===== src/hdl/jsu_pkg.sv =====
// types, codes and helper functions for the json string unescaper
// used by jsu_decode, jsu_out and json_string_unescape_utf8_core
package jsu_pkg;

  localparam int unsigned ByteW    = 8;
  localparam int unsigned CodeW    = 16;
  localparam int unsigned MaxRes   = 3;
  localparam int unsigned CntW     = 2;
  localparam int unsigned UserW    = 4;

  // character codes the parser looks at
  localparam logic [ByteW-1:0] ChQuote  = 8'h22;
  localparam logic [ByteW-1:0] ChBslash = 8'h5C;
  localparam logic [ByteW-1:0] ChSpace  = 8'h20;
  localparam logic [ByteW-1:0] ChLowB   = 8'h62;
  localparam logic [ByteW-1:0] ChLowF   = 8'h66;
  localparam logic [ByteW-1:0] ChLowN   = 8'h6E;
  localparam logic [ByteW-1:0] ChLowR   = 8'h72;
  localparam logic [ByteW-1:0] ChLowT   = 8'h74;
  localparam logic [ByteW-1:0] ChLowU   = 8'h75;
  localparam logic [ByteW-1:0] ChBs     = 8'h08;
  localparam logic [ByteW-1:0] ChFf     = 8'h0C;
  localparam logic [ByteW-1:0] ChLf     = 8'h0A;
  localparam logic [ByteW-1:0] ChCr     = 8'h0D;
  localparam logic [ByteW-1:0] ChTab    = 8'h09;

  // utf-8 encoding constants
  localparam logic [CodeW-1:0] Max1Byte = 16'h007F;
  localparam logic [CodeW-1:0] Max2Byte = 16'h07FF;
  localparam logic [ByteW-1:0] Lead2    = 8'hC0;
  localparam logic [ByteW-1:0] Lead3    = 8'hE0;
  localparam logic [ByteW-1:0] ContByte = 8'h80;

  typedef enum logic [1:0] {
    KIND_DATA = 2'd0,
    KIND_END  = 2'd1,
    KIND_ERR  = 2'd2
  } kind_e;

  typedef enum logic [1:0] {
    ERR_NOLEAD  = 2'd0,
    ERR_ESCAPE  = 2'd1,
    ERR_UNICODE = 2'd2,
    ERR_NOTRAIL = 2'd3
  } err_e;

  typedef enum logic [2:0] {
    MODE_SEEK = 3'd0,
    MODE_STR  = 3'd1,
    MODE_ESC  = 3'd2,
    MODE_HEX0 = 3'd3,
    MODE_HEX1 = 3'd4,
    MODE_HEX2 = 3'd5,
    MODE_HEX3 = 3'd6
  } mode_e;

  typedef struct packed {
    logic [ByteW-1:0] data;
    kind_e            kind;
    err_e             err;
  } res_t;

  // group of results caused by one input beat
  typedef struct packed {
    logic [CntW-1:0] cnt;
    res_t            r2;
    res_t            r1;
    res_t            r0;
  } grp_t;

  function automatic res_t mk_data(logic [ByteW-1:0] b);
    res_t r;
    r.data = b;
    r.kind = KIND_DATA;
    r.err  = ERR_NOLEAD;
    return r;
  endfunction

  function automatic res_t mk_end();
    res_t r;
    r.data = '0;
    r.kind = KIND_END;
    r.err  = ERR_NOLEAD;
    return r;
  endfunction

  function automatic res_t mk_err(err_e e);
    res_t r;
    r.data = '0;
    r.kind = KIND_ERR;
    r.err  = e;
    return r;
  endfunction

  // hex digit value, bit 4 set when the byte is a hex digit
  function automatic logic [4:0] hex_val(logic [ByteW-1:0] c);
    logic [4:0] v;
    v = '0;
    if (c inside {[8'h30:8'h39]}) v = {1'b1, c[3:0]};
    else if (c inside {[8'h61:8'h66], [8'h41:8'h46]}) v = {1'b1, c[3:0] + 4'd9};
    return v;
  endfunction

  function automatic logic is_space(logic [ByteW-1:0] c);
    return (c == ChSpace) || (c inside {[8'h09:8'h0D]});
  endfunction

endpackage


===== src/hdl/jsu_decode.sv =====
// parser state (mode, collected code point) and the per-beat decode
// depends on jsu_pkg
module jsu_decode import jsu_pkg::*; (
  input  logic             clk_i,
  input  logic             rst_ni,
  input  logic             fire_i,
  input  logic [ByteW-1:0] byte_i,
  input  logic             eoi_i,
  output grp_t             grp_o
);

  mode_e            mode_q, mode_d;
  logic [CodeW-1:0] cp_q, cp_d;
  logic [4:0]       hv;
  logic [CodeW-1:0] cp_full;
  grp_t             g;

  assign hv      = hex_val(byte_i);
  assign cp_full = {cp_q[CodeW-5:0], hv[3:0]};

  // decode one byte into next state and up to three results
  always_comb begin
    mode_d = mode_q;
    cp_d   = cp_q;
    g.cnt  = 2'd0;
    g.r0   = mk_end();
    g.r1   = mk_end();
    g.r2   = mk_end();
    case (mode_q)
      MODE_SEEK: begin
        if (byte_i == ChQuote) begin
          mode_d = MODE_STR;
          if (eoi_i) begin
            g.r0 = mk_err(ERR_NOTRAIL); g.cnt = 2'd1;
            mode_d = MODE_SEEK; cp_d = '0;
          end
        end else if (is_space(byte_i)) begin
          if (eoi_i) begin
            g.r0 = mk_err(ERR_NOLEAD); g.cnt = 2'd1; cp_d = '0;
          end
        end else begin
          g.r0 = mk_err(ERR_NOLEAD); g.cnt = 2'd1; cp_d = '0;
        end
      end
      MODE_STR: begin
        if (byte_i == ChQuote) begin
          g.r0 = mk_end(); g.cnt = 2'd1;
          mode_d = MODE_SEEK; cp_d = '0;
        end else if (byte_i == ChBslash) begin
          mode_d = MODE_ESC;
          if (eoi_i) begin
            g.r0 = mk_err(ERR_NOTRAIL); g.cnt = 2'd1;
            mode_d = MODE_SEEK; cp_d = '0;
          end
        end else begin
          g.r0 = mk_data(byte_i); g.cnt = 2'd1;
          if (eoi_i) begin
            g.r1 = mk_err(ERR_NOTRAIL); g.cnt = 2'd2;
            mode_d = MODE_SEEK; cp_d = '0;
          end
        end
      end
      MODE_ESC: begin
        logic             known;
        logic [ByteW-1:0] v;
        known = 1'b1;
        v     = byte_i;
        case (byte_i)
          ChBslash, ChQuote: v = byte_i;
          ChLowB: v = ChBs;
          ChLowF: v = ChFf;
          ChLowN: v = ChLf;
          ChLowR: v = ChCr;
          ChLowT: v = ChTab;
          default: known = 1'b0;
        endcase
        if (known) begin
          g.r0 = mk_data(v); g.cnt = 2'd1; mode_d = MODE_STR;
          if (eoi_i) begin
            g.r1 = mk_err(ERR_NOTRAIL); g.cnt = 2'd2;
            mode_d = MODE_SEEK; cp_d = '0;
          end
        end else if (byte_i == ChLowU) begin
          cp_d = '0; mode_d = MODE_HEX0;
          if (eoi_i) begin
            g.r0 = mk_err(ERR_UNICODE); g.cnt = 2'd1; mode_d = MODE_SEEK;
          end
        end else begin
          g.r0 = mk_err(ERR_ESCAPE); g.cnt = 2'd1;
          mode_d = MODE_SEEK; cp_d = '0;
        end
      end
      MODE_HEX0, MODE_HEX1, MODE_HEX2, MODE_HEX3: begin
        if (!hv[4] || eoi_i) begin
          g.r0 = mk_err(ERR_UNICODE); g.cnt = 2'd1;
          mode_d = MODE_SEEK; cp_d = '0;
        end else if (mode_q == MODE_HEX3) begin
          // encode the collected code point as utf-8
          cp_d = '0; mode_d = MODE_STR;
          if (cp_full <= Max1Byte) begin
            g.r0 = mk_data(cp_full[ByteW-1:0]); g.cnt = 2'd1;
          end else if (cp_full <= Max2Byte) begin
            g.r0 = mk_data(Lead2 | {3'd0, cp_full[10:6]});
            g.r1 = mk_data(ContByte | {2'd0, cp_full[5:0]});
            g.cnt = 2'd2;
          end else begin
            g.r0 = mk_data(Lead3 | {4'd0, cp_full[15:12]});
            g.r1 = mk_data(ContByte | {2'd0, cp_full[11:6]});
            g.r2 = mk_data(ContByte | {2'd0, cp_full[5:0]});
            g.cnt = 2'd3;
          end
        end else begin
          cp_d   = cp_full;
          mode_d = mode_e'(mode_q + 3'd1);
        end
      end
      default: begin
        mode_d = MODE_SEEK; cp_d = '0;
      end
    endcase
  end

  assign grp_o = g;

  // parser state, updated when the beat is taken
  always_ff @(posedge clk_i or negedge rst_ni) begin
    if (!rst_ni) begin
      mode_q <= MODE_SEEK;
      cp_q   <= '0;
    end else if (fire_i) begin
      mode_q <= mode_d;
      cp_q   <= cp_d;
    end
  end

  // an error always returns the parser to seeking
  assert property (@(posedge clk_i) disable iff (!rst_ni)
    fire_i && g.cnt != 2'd0 && (g.r0.kind == KIND_ERR || g.r1.kind == KIND_ERR)
    |=> mode_q == MODE_SEEK && cp_q == '0)
    else $error("error result without return to seek");

endmodule


===== src/hdl/jsu_out.sv =====
// result register: holds one group of up to three results and sends them one beat each
// depends on jsu_pkg
module jsu_out import jsu_pkg::*; (
  input  logic             clk_i,
  input  logic             rst_ni,
  input  logic             load_i,
  input  grp_t             grp_i,
  output logic             can_load_o,
  output logic             m_axis_tvalid,
  input  logic             m_axis_tready,
  output logic [ByteW-1:0] m_axis_tdata,  // out_byte
  output logic [UserW-1:0] m_axis_tuser,  // [1:0] kind, [3:2] error_code
  output logic             m_axis_tlast   // last
);

  grp_t            grp_q;
  logic [CntW-1:0] idx_q, idx_d;
  logic            vld_q, vld_d;
  logic            fin;
  res_t            cur;

  // pick the current result of the group
  always_comb begin
    case (idx_q)
      2'd0:    cur = grp_q.r0;
      2'd1:    cur = grp_q.r1;
      default: cur = grp_q.r2;
    endcase
  end

  assign fin        = (idx_q == grp_q.cnt - 2'd1);
  assign can_load_o = !vld_q || (m_axis_tready && fin);

  // advance within the group or take a new one
  always_comb begin
    vld_d = vld_q;
    idx_d = idx_q;
    if (load_i) begin
      vld_d = (grp_i.cnt != 2'd0);
      idx_d = '0;
    end else if (vld_q && m_axis_tready) begin
      if (fin) vld_d = 1'b0;
      else     idx_d = idx_q + 2'd1;
    end
  end

  always_ff @(posedge clk_i or negedge rst_ni) begin
    if (!rst_ni) begin
      vld_q <= 1'b0;
      idx_q <= '0;
    end else begin
      vld_q <= vld_d;
      idx_q <= idx_d;
    end
  end

  // group payload
  always_ff @(posedge clk_i) begin
    if (load_i) grp_q <= grp_i;
  end

  assign m_axis_tvalid = vld_q;
  assign m_axis_tdata  = cur.data;
  assign m_axis_tuser  = {cur.err, cur.kind};
  assign m_axis_tlast  = fin;

  assert property (@(posedge clk_i) disable iff (!rst_ni)
    vld_q |-> grp_q.cnt != 2'd0)
    else $error("empty group held as valid");

  assert property (@(posedge clk_i) disable iff (!rst_ni)
    vld_q |-> idx_q < grp_q.cnt)
    else $error("result index beyond group");

  assert property (@(posedge clk_i) disable iff (!rst_ni)
    vld_q && cur.kind == KIND_ERR |-> fin)
    else $error("error result not final in its group");

endmodule


===== src/hdl/json_string_unescape_utf8_core.sv =====
// top level of the json string unescaper with utf-8 output
// depends on jsu_pkg, jsu_decode, jsu_out
//
//  channel   dir  tdata        tuser                      tlast
//  s_axis    in   in_byte      -                          end_of_input
//  m_axis    out  out_byte     kind, error_code           last
//
// with m_axis ready, one input beat per cycle is taken while each byte gives
// at most one result; a closing \uXXXX digit (up to three beats) or a byte
// ending the buffer (up to two) sends one result beat per cycle while m_axis
// is ready, and the input register waits meanwhile.
// reset clears the parser to seeking and empties both registers.
// a stall on m_axis backs up into s_axis through the input register.
module json_string_unescape_utf8_core import jsu_pkg::*; (
  input  logic             clk_i,
  input  logic             rst_ni,
  input  logic             s_axis_tvalid,
  output logic             s_axis_tready,
  input  logic [ByteW-1:0] s_axis_tdata,   // in_byte
  input  logic             s_axis_tlast,   // end_of_input
  output logic             m_axis_tvalid,
  input  logic             m_axis_tready,
  output logic [ByteW-1:0] m_axis_tdata,   // out_byte
  output logic [UserW-1:0] m_axis_tuser,   // [1:0] kind, [3:2] error_code
  output logic             m_axis_tlast    // last
);

  logic             in_vld_q;
  logic [ByteW-1:0] in_byte_q;
  logic             in_last_q;
  logic             can_load;
  logic             fire;
  grp_t             grp;

  assign fire          = in_vld_q && can_load;
  assign s_axis_tready = !in_vld_q || fire;

  // input register
  always_ff @(posedge clk_i or negedge rst_ni) begin
    if (!rst_ni) begin
      in_vld_q <= 1'b0;
    end else if (s_axis_tready) begin
      in_vld_q <= s_axis_tvalid;
    end
  end

  always_ff @(posedge clk_i) begin
    if (s_axis_tready && s_axis_tvalid) begin
      in_byte_q <= s_axis_tdata;
      in_last_q <= s_axis_tlast;
    end
  end

  jsu_decode u_decode (
    .clk_i  (clk_i),
    .rst_ni (rst_ni),
    .fire_i (fire),
    .byte_i (in_byte_q),
    .eoi_i  (in_last_q),
    .grp_o  (grp)
  );

  jsu_out u_out (
    .clk_i         (clk_i),
    .rst_ni        (rst_ni),
    .load_i        (fire),
    .grp_i         (grp),
    .can_load_o    (can_load),
    .m_axis_tvalid (m_axis_tvalid),
    .m_axis_tready (m_axis_tready),
    .m_axis_tdata  (m_axis_tdata),
    .m_axis_tuser  (m_axis_tuser),
    .m_axis_tlast  (m_axis_tlast)
  );

endmodule

===== config.mk =====
export PLATFORM = sky130hd
export DESIGN_NAME = json_string_unescape_utf8_core
export DESIGN_NICKNAME = d
export VERILOG_FILES = /design/src/hdl/jsu_pkg.sv /design/src/hdl/jsu_decode.sv /design/src/hdl/jsu_out.sv /design/src/hdl/json_string_unescape_utf8_core.sv
export SDC_FILE = /design/constraint.sdc
export NUM_CORES = 1
export LEC_CHECK = 0
export BUFFER_PORTS_ARGS = -buffer_cell sky130_fd_sc_hd__buf_2
export CAP_MARGIN = 20
export CORE_MARGIN = 2
export CORE_UTILIZATION = 42
export DETAILED_ROUTE_END_ITERATION = 7
export PLACE_DENSITY = 0.68
export SKIP_CTS_REPAIR_TIMING = 1
export SLEW_MARGIN = 30
export SYNTH_ARGS = -nofsm -noshare
export SYNTH_HDL_FRONTEND = slang
export SYNTH_SLANG_ARGS = --single-unit

===== constraint.sdc =====
create_clock -name clk_i -period 7.85 [get_ports clk_i]
set_input_delay 0 -clock clk_i [delete_from_list [all_inputs] [get_ports clk_i]]
set_output_delay 0 -clock clk_i [all_outputs]
set_load 0.02 [all_outputs]

Word-level counts from Yosys, hierarchy flattened. Cells that the tools add are included.

Bitwise operators: 2. Reductions and logical operators: 28. Mux-type cells: 65. Magnitude comparators: 10. Equal/unequal tests: 20. Add/sub/neg operators: 4. Div/mod/pow operators: 0. Multiply operators: 0. Shifts and indexed selects: 0.

Operator list (number): $mux 12 (10); $mux 16 (7); $pmux 16 s4 (1); $eq 8x7->1 const B (7); $pmux 12 s4 (1); $pmux 8 s5 (1); $mux 38 (1); $pmux 12 s3 (1); $mux 2 (15); $mux 24 (1); $mux 4 (6); $pmux 12 s2 (1); $mux 22 (1); $mux 3 (7); $eq 8x6->1 const B (2); $ge 8x7->1 const B (2); $le 16x11->1 const B (1); $le 16x7->1 const B (1); $le 8x7->1 const B (2); $pmux 3 s4 (1); $mux 5 (2); $eq 3x3->1 const B (3); $ge 8x4->1 const B (1); $ge 8x6->1 const B (1); 27 further kinds (53).

Latch bits: 0. Input port bits: 13. RAM bits: 0. Output and inout port bits: 15. Memories: 0. Bits in read-only memories: 0. Flip-flop bits (word level): 70. Logic and storage cells: 147.

Logic depth before layout (Yosys ltp).
Depth in word-level cells: 13. Depth in mapped cells: 10. Mapped depth without buffers: 9.

Modules after synthesis. A second synthesis with hierarchy kept.

Cell total of the unflattened synthesis: 408. Area total of the unflattened synthesis: 4017.6 um^2.

Modules (own cells, without submodules): jsu_decode (seq. area each 375.4 um^2, cells each 293, instances 1, area an instance 2132.0 um^2); jsu_out (seq. area each 1216.2 um^2, cells each 101, instances 1, area an instance 1555.2 um^2); json_string_unescape_utf8_core (seq. area each 295.3 um^2, cells each 14, instances 1, area an instance 330.3 um^2).

Least setup slack after synthesis. Ideal clock, no wire load.

Path type: register to register. From: register in_byte_q[0]. To: register u_decode.cp_q[2]. Setup time: 121 ps. Setup slack: 5192 ps. Data required time: 7729 ps. Arrival: 2537 ps. Stages on the path, launching flop included: 11. Clock period less this slack: 2658 ps. Cell sequence: edfxtp_1 > inv_1 > ha_1 > and2b_1 > o211a_1 > or4b_1 > buf_2 > a221oi_2 > o21ai_2 > buf_6 > a22o_1.

Cells in the longest elaborated chain, start to end: 9. Elaborated cells on any way between the ends: 37. Classes of those cells: add/sub: 1; order compare: 8; eq/ne: 8; mux: 11; reduce/logical: 9.

RTL lines: from (decl) (RTL line json_string_unescape_utf8_core.sv:29) `logic [ByteW-1:0] in_byte_q;`; from (signal assigned) (RTL line json_string_unescape_utf8_core.sv:49) `in_byte_q <= s_axis_tdata;`; $ge 8x7->1 or $le 8x7->1 (tied branches) (RTL line jsu_pkg.sv:100) `else if (c inside {[8'h61:8'h66], [8'h41:8'h46]}) v = {1'b1, c[3:0] + 4'd9};`; $logic_and 1x1->1 (RTL line jsu_pkg.sv:100); $reduce_bool 2->1 (RTL line jsu_pkg.sv:100); $mux 5 (RTL line jsu_pkg.sv:100); $mux 5 (RTL line jsu_pkg.sv:99) `if (c inside {[8'h30:8'h39]}) v = {1'b1, c[3:0]};`; $logic_not 1->1 (RTL line jsu_decode.sv:94) `if (!hv[4] || eoi_i) begin`; $logic_or 1x1->1 (RTL line jsu_decode.sv:94); $mux 16 (RTL line jsu_decode.sv:94); $pmux 16 s4 * (RTL line jsu_decode.sv:29) `case (mode_q)`; to (signal assigned) (RTL line jsu_decode.sv:132) `cp_q <= cp_d;`; to (decl) (RTL line jsu_decode.sv:13) `logic [CodeW-1:0] cp_q, cp_d;`.

Mark *: on every way between the ends. The rest lies on a longest branch, timed or not. The select of a mux whose other input is x is not followed. A chain may end at the register's enable or synchronous reset.

==> summary.txt <==
Status
  • Status: completed

Drt
  • Pre-antenna DRT Iters: 5
  • Post-DRT Antenna Nets: 0
  • DRC viols: 0
  • WL/cell: 16.9 um
  • Total wire length: between 7000 and 8000 um
  • DR iter-0 viols: roughly 220
  • Detail-routed via count per cell: roughly 6
  • Via count: about 2800

Timing
  • RSZ-0062 raised after global routing: no
  • Crit share post-route: 39.6%
  • Setup violators final: 0
  • Final Hold Fails: 0
  • Tmin final: around 3100 ps
  • Max Clk Rate: roughly 0.32 GHz
  • Final Max Tran Viols: 0
  • Slew headroom: ~52%
  • Slew @ Worst Pin: about 720 ps
  • Layout Skew: 14.9 ps
  • Setup TNS: 0 ps

Critical path
  • Most used cell, CP: nor2_1
  • Arrival time worst endpoint: about 3200 ps
  • CP max FO: 12
  • Critical path class: reg2reg
  • Buffers plus inverters on the worst setup path: 1
  • Slowest stage delay, CP: ~540 ps
  • Top cell family by delay on the critical path: simple AND/OR/NAND/NOR gates
  • Worst setup SP type: register
  • Critical Path End Type: register
  • Critical Path RT: ~7900 ps
  • Crit-path cells: inv_1, ha_1, nor3b_1, nor4_2, a21oi_1, or3_1, nor2_1, nor2_1
  • Slowest CP cell: or3_1

Logic synthesis
  • EDFF count, synth: 40
  • Synth top cells by count: edfxtp_1, nand2_1, nor2_1
  • Synth Area in XOR/XNOR: less than 1%
  • Synth Area in Compound Gates: 20.0%
  • Cells after synthesis: approximately 330
  • Most frequent cell after synthesis: edfxtp_1
  • Register area share after synthesis: around 50%
  • Adder-Cell Fraction of Synth Area: ~3.7%
  • Synth async-reset ratio: between 30 and 40%
  • Synth Net Count: between 300 and 400
  • Top_reg_cell synth: edfxtp_1
  • Main combinational cell family by area after synthesis: simple AND/OR/NAND/NOR gates
  • Synth top area cells: edfxtp_1, dfrtp_1, nand2_1
  • Syn avg cell area: 10.2 um^2
  • Top-area cell type share of the netlist area: a little over a third
  • Mux contribution to synthesized area: between 1 and 1.5%
  • Mapped Area: 3380 um^2
  • Synth unique cells: 65
  • Simple-Gate Fraction of Synth Area: between 20 and 25%
  • Synth Register Bits: between 50 and 60
  • Synth warn: 0
  • Cell accounting for the most synthesized area: edfxtp_1

GRT
  • Initial antenna violation count: 0
  • Total track usage: about a fifth
  • First-pass GRT wire length: ~13000 um
  • Largest net degree at the start of global routing: 33
  • Remaining Overflow, GRT: 0
  • Vias in the first global route: 2528

Placement
  • DPL Wire Length: between 5000 and 6000 um
  • RD Place Congestion: around 0.96
  • Port bufs: 27

Clock network
  • H-tree levels: 3
  • Clk_lat worst skew: 350 ps
  • CTS Sinks: 59
  • Max Buffers Root-to-Sink: 2
  • Cts bufs inserted: 9
  • Clock transition at the registers of the reported paths: approximately 70 ps
  • TritonCTS clock tree: done
  • Clk root buf: clkbuf_8

Pwr
  • Leak: roughly 1.6 nW
  • PwrDens: approximately 330 nW/um^2
  • Maximum VDD drop: roughly 0.12 mV

Floorplan
  • Die Y: about 94 um
  • Io pins: 28
  • Die W: roughly 94 um
  • Die ar.: slightly below 9000 um^2
  • Core ar.: between 7000 and 8000 um^2
  • Rows: 32
  • Initial core utilization: 43.5%

Worst hold path
  • HP Class: in2reg

Cells and area
  • Fraction of layout cells with a size suffix above 1: between 10% and 20%
  • Diodes inserted: 0
  • Area Growth Syn to Fin: 14.1%
  • Post-layout util: between 40% and 50%
  • Nets: 389

Flow run
  • Max-Cap Viols: 0
-- routing by layer --
metal  GRT usage [%]  routed length (um)
met1            26.9                3610
met3            4.09                 540
met5               0                   0
met2            30.0                3710
met4            6.88                 129
-- area by class of cell --
| type | instances | area [um^2] |
|---|---|---|
| Inverter | 14 | 52.6 |
| Clock buffer | 11 | 131 |
| Fill cell | 728 | 3920 |
| Timing Repair Buffer | 39 | 253 |
| Clock inverter | 5 | 30.0 |
| Multi-Input combinational cell | 243 | 1580 |
| Sequential cell | 59 | 1680 |
| Tap cell | 102 | 128 |
-- cells in the final DEF (no fill, tap or decap), types with 10 or more instances in the layout --
| cell | Yosys | layout |
|---|---|---|
| nand2_1 | 37 | 37 |
| inv_1 | 12 | 12 |
| ha_1 | 10 | 10 |
| nor2_1 | 34 | 34 |
| buf_2 | 4 | 27 |
| dfrtp_1 | 19 | 19 |
| a22o_1 | 14 | 14 |
| edfxtp_1 | 40 | 40 |
| nor3_1 | 11 | 11 |
| a21oi_1 | 13 | 13 |
| dlygate4sd3_1 | 0 | 11 |
| a22oi_1 | 12 | 12 |
-- flip-flops by register name (all words and copies together), names as in the netlist --
signal and cells:
u_decode.cp_q 12, in_byte_q 8, u_decode.mode_q 3, u_out.idx_q 2
in_vld_q 1, u_out.m_axis_tvalid 1, u_out.grp_q 31, in_last_q 1
-- power breakdown --
| group | total (W) | switching [W] | internal (W) |
|---|---|---|---|
| sequential | 0.000512 | 0.0000702 | 0.000442 |
| clock | 0.000234 | 0.000121 | 0.000113 |
| combinational | 0.000512 | 0.000330 | 0.000182 |
| total | 0.00126 | 0.000522 | 0.000736 |
-- path summary, 6_finish.rpt --
| kind | slack [ps] | startpoint | cells past startpoint | to |
|---|---|---|---|---|
| worst max-delay path | 4740 | in_byte_q[0]$_DFFE_PP_ | 8 | u_out.grp_q[14]$_DFFE_PP_ |
| worst min-delay path | 60 | m_axis_tready | 3 | u_out.idx_q[0]$_DFFE_PN0P_ |
| worst max register to register | 4740 | in_byte_q[0]$_DFFE_PP_ | 8 | u_out.grp_q[14]$_DFFE_PP_ |
| worst min register to register | 560 | u_decode.cp_q[11]$_DFFE_PN0P_ | 1 | u_decode.cp_q[11]$_DFFE_PN0P_ |
| max in group asynchronous | 7350 | rst_ni | 2 | u_decode.cp_q[9]$_DFFE_PN0P_ |
| min in group asynchronous | 150 | rst_ni | 2 | u_decode.mode_q[0]$_DFFE_PN0P_ |
-- cells by family after synthesis --
group,after synthesis
XOR/XNOR,3
AND/OR/NAND/NOR,136
adder cells (fa/ha/maj),10
multiplexers,4
AO/OA/AOI/OAI,90
flip-flops,59
buffers and inverters,30
-- stage by stage --
stage	area, um^2	worst slack, ps	hold WS [ps]	cells	power (W)
after floorplan	3380	5190	-296	332	0.000877
after global placement	3570	4920	-30.1	446	0.00102
after detailed placement	3580	4860	-15.7	446	0.00102
after CTS	3740	4830	-392	462	0.00126
after global routing	3850	4580	91.9	473	0.00134
final	3850	4740	64.8	473	0.00126
-- worst register-to-register path, cell delays in order, from the launching register on --
cell,delay (ps)
edfxtp_1,480
inv_1,150
ha_1,270
nor3b_1,170
nor4_2,500
a21oi_1,240
or3_1,540
nor2_1,420
nor2_1,90
Note: power is estimated with default switching activity, not from simulation.
